$ cat src/rtl/rau_pkg.sv
// rational arithmetic unit package: operand width, operation codes and item structs
// no dependencies
package rau_pkg;

  localparam int OPERAND_WIDTH = 16;

  localparam logic [1:0] OP_ADD = 2'd0;
  localparam logic [1:0] OP_SUB = 2'd1;
  localparam logic [1:0] OP_MUL = 2'd2;
  localparam logic [1:0] OP_DIV = 2'd3;

  typedef struct packed {
    logic [1:0]                      action;
    logic signed [OPERAND_WIDTH-1:0] a_num;
    logic [OPERAND_WIDTH-1:0]        a_den;
    logic signed [OPERAND_WIDTH-1:0] b_num;
    logic [OPERAND_WIDTH-1:0]        b_den;
  } in_item_t;

  typedef struct packed {
    logic signed [2*OPERAND_WIDTH:0] res_num;
    logic [2*OPERAND_WIDTH-1:0]      res_den;
    logic                            error;
  } out_item_t;

endpackage

$ cat src/rtl/rau_divider.sv
// rau_divider: restoring divider, one quotient bit per cycle
// depends on nothing; used by rational_arithmetic_unit
module rau_divider #(
  parameter int W = 34
) (
  input  logic         clk,
  input  logic         rst_n,
  input  logic         go,
  input  logic [W-1:0] dividend,
  input  logic [W-1:0] divisor,
  output logic         done,
  output logic [W-1:0] quot,
  output logic [W-1:0] rem
);

  localparam int CW = $clog2(W + 1);

  logic [W-1:0]  q_r, q_nxt;
  logic [W-1:0]  r_r, r_nxt;
  logic [W-1:0]  d_r, d_nxt;
  logic [CW-1:0] cnt_r, cnt_nxt;
  logic          run_r, run_nxt;
  logic          done_r, done_nxt;
  logic [W:0]    trial;
  logic [W:0]    shifted;

  // one shift and trial subtract per cycle
  always_comb begin
    q_nxt    = q_r;
    r_nxt    = r_r;
    d_nxt    = d_r;
    cnt_nxt  = cnt_r;
    run_nxt  = run_r;
    done_nxt = 1'b0;
    shifted  = {r_r, q_r[W-1]};
    trial    = shifted - {1'b0, d_r};
    if (go) begin
      q_nxt   = dividend;
      r_nxt   = '0;
      d_nxt   = divisor;
      cnt_nxt = CW'(W);
      run_nxt = 1'b1;
    end else if (run_r) begin
      if (!trial[W]) begin
        r_nxt = trial[W-1:0];
        q_nxt = {q_r[W-2:0], 1'b1};
      end else begin
        r_nxt = shifted[W-1:0];
        q_nxt = {q_r[W-2:0], 1'b0};
      end
      cnt_nxt = cnt_r - CW'(1);
      if (cnt_r == CW'(1)) begin
        run_nxt  = 1'b0;
        done_nxt = 1'b1;
      end
    end
  end

  always_ff @(posedge clk) begin
    if (!rst_n) begin
      run_r  <= 1'b0;
      done_r <= 1'b0;
      cnt_r  <= '0;
    end else begin
      run_r  <= run_nxt;
      done_r <= done_nxt;
      cnt_r  <= cnt_nxt;
    end
    q_r <= q_nxt;
    r_r <= r_nxt;
    d_r <= d_nxt;
  end

  assign done = done_r;
  assign quot = q_r;
  assign rem  = r_r;

`ifndef ASSERT_OFF
  a_done_after_run: assert property (@(posedge clk) disable iff (!rst_n)
    done_r |-> $past(run_r)) else $error("done without run");
  a_no_run_done: assert property (@(posedge clk) disable iff (!rst_n)
    done_r |-> !run_r) else $error("run still set at done");
  a_cnt_zero_idle: assert property (@(posedge clk) disable iff (!rst_n)
    (!run_r && !go) |=> !run_r) else $error("run rose without go");
`endif

endmodule

$ cat src/rtl/rational_arithmetic_unit.sv
// rational_arithmetic_unit: top level, sequencer around a shared multiplier
// and a shared serial divider; depends on rau_pkg and rau_divider
//
// One item at a time: pulse start while busy is low; the result shows on
// out_item for one cycle with out_valid high and cannot be held off. An item
// runs the multiply steps M1 and M2, plus M3 for add and subtract, then the
// Euclidean loop: each remainder step is one division on the shared serial
// divider, 2*OPERAND_WIDTH+2 bits wide (start, quotient bits, done), then two
// more divisions of the same width for the reduction. Error items go from M1
// straight to the result, and zero numerators skip the divisions. busy is
// low again in the cycle that shows the result.
module rational_arithmetic_unit (
  input  logic               clk,
  input  logic               rst_n,
  input  logic               start,
  output logic               busy,
  input  rau_pkg::in_item_t  in_item,
  output logic               out_valid,
  output rau_pkg::out_item_t out_item
);

  localparam int W  = rau_pkg::OPERAND_WIDTH;
  localparam int PW = 2 * W;
  localparam int DW = PW + 2;

  localparam logic [3:0] S_IDLE = 4'd0;
  localparam logic [3:0] S_M1   = 4'd1;
  localparam logic [3:0] S_M2   = 4'd2;
  localparam logic [3:0] S_M3   = 4'd3;
  localparam logic [3:0] S_COMB = 4'd4;
  localparam logic [3:0] S_GCD  = 4'd5;
  localparam logic [3:0] S_GW   = 4'd6;
  localparam logic [3:0] S_RN   = 4'd7;
  localparam logic [3:0] S_RNW  = 4'd8;
  localparam logic [3:0] S_RD   = 4'd9;
  localparam logic [3:0] S_RDW  = 4'd10;
  localparam logic [3:0] S_OUT  = 4'd11;

  logic [3:0]      st_r, st_nxt;
  logic [1:0]      op_r;
  logic [W-1:0]    am_r, ad_r, bm_r, bd_r;
  logic            an_r, bn_r, neg_r;
  logic [PW-1:0]   t1_r, t2_r, den_r;
  logic [PW:0]     mag_r;
  logic [PW:0]     x_r, y_r;
  logic [PW:0]     q1_r;
  logic            err_r;
  logic            ov_r;
  rau_pkg::out_item_t oi_r;

  // operand magnitudes at the input
  logic [W-1:0] a_raw, b_raw, a_mag, b_mag;
  assign a_raw = W'(in_item.a_num);
  assign b_raw = W'(in_item.b_num);
  assign a_mag = a_raw[W-1] ? (~a_raw + W'(1)) : a_raw;
  assign b_mag = b_raw[W-1] ? (~b_raw + W'(1)) : b_raw;

  // shared multiplier
  logic [W-1:0]  mx, my;
  logic [PW-1:0] prod;
  assign prod = PW'(mx) * PW'(my);
  always_comb begin
    mx = am_r;
    my = bd_r;
    case (st_r)
      S_M1: begin
        mx = am_r;
        my = (op_r == rau_pkg::OP_MUL) ? bm_r : bd_r;
      end
      S_M2: begin
        mx = (op_r == rau_pkg::OP_DIV) ? bm_r : bd_r;
        my = ad_r;
      end
      S_M3: begin
        mx = bm_r;
        my = ad_r;
      end
      default: begin
        mx = am_r;
        my = bd_r;
      end
    endcase
  end

  // shared divider
  logic          dgo;
  logic [DW-1:0] ddnd, ddvs, dq, drm;
  logic          ddone;
  always_comb begin
    ddnd = DW'(x_r);
    ddvs = DW'(y_r);
    if (st_r == S_RN) begin
      ddnd = DW'(mag_r);
      ddvs = DW'(x_r);
    end else if (st_r == S_RD) begin
      ddnd = DW'(den_r);
      ddvs = DW'(x_r);
    end
  end
  assign dgo = (st_r == S_GCD && mag_r != '0 && y_r != '0) || st_r == S_RN ||
               st_r == S_RD;

  rau_divider #(.W(DW)) u_div (
    .clk(clk), .rst_n(rst_n), .go(dgo), .dividend(ddnd), .divisor(ddvs),
    .done(ddone), .quot(dq), .rem(drm)
  );

  logic s2;
  assign s2 = (op_r == rau_pkg::OP_SUB) ? !bn_r : bn_r;

  // sequencer
  always_comb begin
    st_nxt = st_r;
    case (st_r)
      S_IDLE: if (start) st_nxt = S_M1;
      S_M1: begin
        if (err_r) st_nxt = S_OUT;
        else st_nxt = S_M2;
      end
      S_M2: st_nxt = (op_r[1]) ? S_COMB : S_M3;
      S_M3: st_nxt = S_COMB;
      S_COMB: st_nxt = S_GCD;
      S_GCD: begin
        if (mag_r == '0) st_nxt = S_OUT;
        else if (y_r == '0) st_nxt = S_RN;
        else st_nxt = S_GW;
      end
      S_GW:  if (ddone) st_nxt = S_GCD;
      S_RN:  st_nxt = S_RNW;
      S_RNW: if (ddone) st_nxt = S_RD;
      S_RD:  st_nxt = S_RDW;
      S_RDW: if (ddone) st_nxt = S_OUT;
      S_OUT: st_nxt = S_IDLE;
      default: st_nxt = S_IDLE;
    endcase
  end

  always_ff @(posedge clk) begin
    if (!rst_n) begin
      st_r <= S_IDLE;
      ov_r <= 1'b0;
    end else begin
      st_r <= st_nxt;
      ov_r <= (st_r == S_OUT);
    end
    case (st_r)
      S_IDLE: begin
        op_r  <= in_item.action;
        am_r  <= a_mag;
        bm_r  <= b_mag;
        ad_r  <= in_item.a_den;
        bd_r  <= in_item.b_den;
        an_r  <= a_raw[W-1];
        bn_r  <= b_raw[W-1];
        err_r <= (in_item.a_den == '0) || (in_item.b_den == '0) ||
                 (in_item.action == rau_pkg::OP_DIV && b_mag == '0);
      end
      S_M1: t1_r <= prod;
      // denominator product for every operation
      S_M2: den_r <= prod;
      // cross product of the second numerator for add and subtract
      S_M3: t2_r <= prod;
      S_COMB: begin
        if (op_r[1]) begin
          mag_r <= {1'b0, t1_r};
          neg_r <= an_r ^ bn_r;
          x_r   <= {1'b0, t1_r};
        end else if (an_r == s2) begin
          mag_r <= {1'b0, t1_r} + {1'b0, t2_r};
          neg_r <= an_r;
          x_r   <= {1'b0, t1_r} + {1'b0, t2_r};
        end else if (t1_r >= t2_r) begin
          mag_r <= {1'b0, t1_r - t2_r};
          neg_r <= an_r;
          x_r   <= {1'b0, t1_r - t2_r};
        end else begin
          mag_r <= {1'b0, t2_r - t1_r};
          neg_r <= s2;
          x_r   <= {1'b0, t2_r - t1_r};
        end
        y_r <= {1'b0, den_r};
      end
      S_GW: if (ddone) begin
        x_r <= y_r;
        y_r <= drm[PW:0];
      end
      S_RNW: if (ddone) q1_r <= dq[PW:0];
      default: ;
    endcase
    // result register
    if (st_r == S_OUT) begin
      if (err_r || mag_r == '0) begin
        oi_r.res_num <= '0;
        oi_r.res_den <= PW'(1);
      end else begin
        oi_r.res_num <= (PW+1)'(neg_r ? (~q1_r + 1'b1) : q1_r);
        oi_r.res_den <= PW'(dq);
      end
      oi_r.error <= err_r;
    end
  end

  assign busy      = (st_r != S_IDLE);
  assign out_valid = ov_r;
  assign out_item  = oi_r;

`ifndef ASSERT_OFF
  a_accept_leaves_idle: assert property (@(posedge clk) disable iff (!rst_n)
    (start && !busy) |=> st_r == S_M1) else $error("start not taken");
  a_out_one_cycle: assert property (@(posedge clk) disable iff (!rst_n)
    out_valid |=> !out_valid) else $error("result longer than one cycle");
  a_out_follows: assert property (@(posedge clk) disable iff (!rst_n)
    out_valid |-> !busy) else $error("result while busy");
`endif

endmodule

$ cat config.mk
export PLATFORM = sky130hd
export DESIGN_NAME = rational_arithmetic_unit
export DESIGN_NICKNAME = d
export VERILOG_FILES = /design/src/rtl/rau_pkg.sv /design/src/rtl/rau_divider.sv /design/src/rtl/rational_arithmetic_unit.sv
export SDC_FILE = /design/constraint.sdc
export NUM_CORES = 2
export LEC_CHECK = 0
export BUFFER_PORTS_ARGS = -buffer_cell sky130_fd_sc_hd__clkbuf_2
export CELL_PAD_IN_SITES_DETAIL_PLACEMENT = 1
export CELL_PAD_IN_SITES_GLOBAL_PLACEMENT = 2
export CORE_ASPECT_RATIO = 0.5
export CORE_UTILIZATION = 41
export DETAILED_ROUTE_END_ITERATION = 6
export PLACE_DENSITY = 0.87
export SLEW_MARGIN = 20
export SYNTH_ARGS = -nofsm -noshare
export SYNTH_HDL_FRONTEND = slang
export SYNTH_SLANG_ARGS = --single-unit
export TNS_END_PERCENT = 30
$ cat constraint.sdc
create_clock -name clk -period 12.9 [get_ports clk]
set_clock_uncertainty 0.15 [all_clocks]
set_input_delay 1.935 -clock clk [delete_from_list [all_inputs] [get_ports clk]]
set_output_delay 1.935 -clock clk [all_outputs]
set_load 0.03 [all_outputs]
==> results.cfg <==
[timing]
rsz0062_at_grt = false
whs_ns = 0.307
hold_viol = 0
slew_headroom_pct = 18.8
setup_tns_ns = 0
slew_violations = 0
max_freq_mhz = 105
worst_pin_slew_ns = 1.22
finalCriticalPeriod_ns = 9.52
period_share_pct = 73.8
setup_viol = 0

[layout]
multiInputGateArea_sq_um = 19300
fin_nets = 4238
syn2layout_area_growth_pct = 10.4
antenna_cells = 0
layout-drive-gt1-share_pct = 9.17
n_fill_cell = 9542
seq_area_sq_um = 13900

[worst_setup_path]
crit_buf_inv = 3
start_kind = flop
path_depth = 27
cpMostUsedCell = fa_1
worstReg2RegStart = st_r[0]$_SDFFE_PN0P_
ff2ff_setup_slack_ns = 3.38
cp_top_family = adder cells
worst_ep_required_time_ns = 13.10
r2r_cells = 27
cp.arrival_ns = 9.73
worst-setup-path-type = flop to flop
regToRegEndpoint = t2_r[30]$_DFFE_PN_
worstPathMaxFanout = 20
critPathSlowestCell = dfxtp_1
cp-end-kind = flop
worst_path_largest_cell_delay_ns = 0.87

[synthesis]
ys.flop_type = edfxtp_1
synth_top_area_share_pct = 36.9
syn_nets = 4155
yosys.area.top_type = edfxtp_1
avgSynthCellArea_sq_um = 9.61
synth_cell_types = 78
yosysWarnings = 0
async_flop_share_pct = 0
netlist_area_sq_um = 35100
synth-seq-cells = 478
synthCells = 3651
netlist_top_cells_count = 556 x nand2_1, 431 x edfxtp_1, 379 x inv_1
seq_area_frac_synth_pct = 39.6
yosysMostFrequentCell = nand2_1
synth_enable_flop_cells = 431
synth_area_leaders = edfxtp_1 37%, fa_1 11%, ha_1 8.4%, nand2_1 5.9%, inv_1 4.1%

[clock_network]
cts_buffers = 48
postCtsSetupBuffers = 0
cts_sinks = 478
cts-root-buf = clkbuf_16
clkLatencyLatePin_ns = 0.62
tritoncts = yes
path_clk_slew_ns = 0.07
cts_resized = 0
cts_buffer_depth = 3
hold_buffers = 0
cts-htree-levels = 2

[global_routing]
first_global_vias = 28700
grt_antenna_before_repair = 8
grt_max_degree = 75
overflow = 0
grt_first_pass_wirelength_um = 168000
track_usage_pct = 25.0

[die]
die_w_um = 416
fp.dieH_um = 209
io_pins = 137
rows = 75
coreArea_sq_um = 84300
start_util_pct = 41.7
die_area_sq_um = 86900

[min_path]
hold_end = q1_r[32]$_DFFE_PP_
hold_path_class = flop to flop
min_from = u_div.quot[32]$_DFFE_PP_
min_path_cells = 0

[route]
remaining_drc_errors = 0
num_vias = 27300
drt_iter0_markers = 2235
first_pass_iters = 5
drt-total-wl_um = 109000
final_antenna_net_count = 0
viasPerCell = 5.58
wire_per_inst_um = 22.3

[placement]
gp_congestion = 0.932
io_buffer_count = 136
place_hpwl_um = 84900

[flow_run]
drv_cap = 0

[status]
outcome = finished clean
## layer usage
| metal | share of wire [%] | global-route usage [%] |
|---|---|---|
| met1 | 47 | 36.3 |
| met2 | 44 | 38.5 |
| met3 | 6.5 | 4.00 |
| met4 | 2.7 | 6.88 |
| met5 | 0.012 | 0 |
## placed cells by master, fill, tap and decap left out, types with 20 or more instances in the layout
cell	instances
a21o_1	64
a21oi_1	222
and2_1	37
buf_4	49
clkbuf_16	49
clkbuf_2	136
dfxtp_1	46
edfxtp_1	431
fa_1	198
ha_1	237
inv_1	377
mux2_2	25
mux2i_1	71
nand2_1	555
nand2b_1	31
nand3_1	33
nand4_1	23
nor2_1	363
nor3_1	41
nor4_1	34
o211ai_1	24
o21a_1	41
o21ai_0	173
o21bai_1	20
o31ai_1	28
or3_1	28
xnor2_1	92
xor2_1	56
## registers in the layout, summed over array words and instances (netlist names), 6 cells and up
| signal | count |
|---|---|
| t2_r | 32 |
| out_item | 66 |
| bm_r | 16 |
| ad_r | 16 |
| mag_r | 33 |
| u_div.cnt_r | 6 |
| den_r | 32 |
| u_div.rem | 34 |
| u_div.quot | 34 |
| q1_r | 33 |
| bd_r | 16 |
| x_r | 33 |
| u_div.d_r | 33 |
| t1_r | 32 |
| y_r | 33 |
| am_r | 16 |
## layout make-up
cell class	count	share of cell area, %
multi-input cells	2640	49.9
clock inverters	26	0.743
flip-flops and latches	478	35.8
repair buffers	186	2.78
clock buffers	63	3.43
well taps	1116	3.61
inverters	380	3.68
## how the worst max path moves through the flow
| stage | start | to |
|---|---|---|
| finish | st_r[0]$_SDFFE_PN0P_ | t2_r[30]$_DFFE_PN_ |
| global route | st_r[0]$_SDFFE_PN0P_ | t2_r[30]$_DFFE_PN_ |
| CTS | st_r[0]$_SDFFE_PN0P_ | t2_r[30]$_DFFE_PN_ |
| detailed placement | st_r[0]$_SDFFE_PN0P_ | t1_r[30]$_DFFE_PP_ |
| global placement | st_r[0]$_SDFFE_PN0P_ | den_r[30]$_DFFE_PP_ |
| floorplan | st_r[1]$_SDFFE_PN0P_ | den_r[30]$_DFFE_PP_ |
## logic make-up (layout without fill, tap and decap cells)
kind of cell / Yosys count / after routing / share of synthesized area [%]
compound gates: 735 / 735 / 13.2
xor+xnor: 152 / 152 / 3.79
fa+ha+maj: 435 / 435 / 19.7
buf+inv: 533 / 655 / 5.83
flops: 478 / 478 / 39.6
mux: 96 / 96 / 2.83
simple gates: 1222 / 1222 / 15.1
## through the flow
step	setup slack, ns	cells	area, sq um	util, %
after detailed placement	2.86	4799	37100	44.0
after global placement	3.11	4799	37100	44.0
final	3.38	4889	38700	46.0
after global routing	2.88	4889	38700	46.0
after floorplan	3.56	3651	35100	-
after CTS	2.85	4888	38700	45.9
## worst register-to-register path, cell delays in order, from the launching register on
cell	delay (ns)
dfxtp_1	0.87
nand2_1	0.37
nor2_4	0.50
a21o_1	0.59
nand2_1	0.16
o21ai_1	0.47
nand2_1	0.21
fa_1	0.58
fa_1	0.51
fa_1	0.53
fa_1	0.54
inv_1	0.05
fa_1	0.47
inv_1	0.04
fa_1	0.47
inv_1	0.04
ha_1	0.34
a21o_1	0.18
a21o_1	0.17
a221o_1	0.36
nand3b_1	0.10
nand3_1	0.15
a21o_1	0.22
a21o_1	0.20
a41o_1	0.27
o221a_2	0.26
a311oi_1	0.31
xnor2_1	0.14
Power is not shown: default switching activity piles up to over one toggle a cycle in this logic, so the estimate is an artifact.
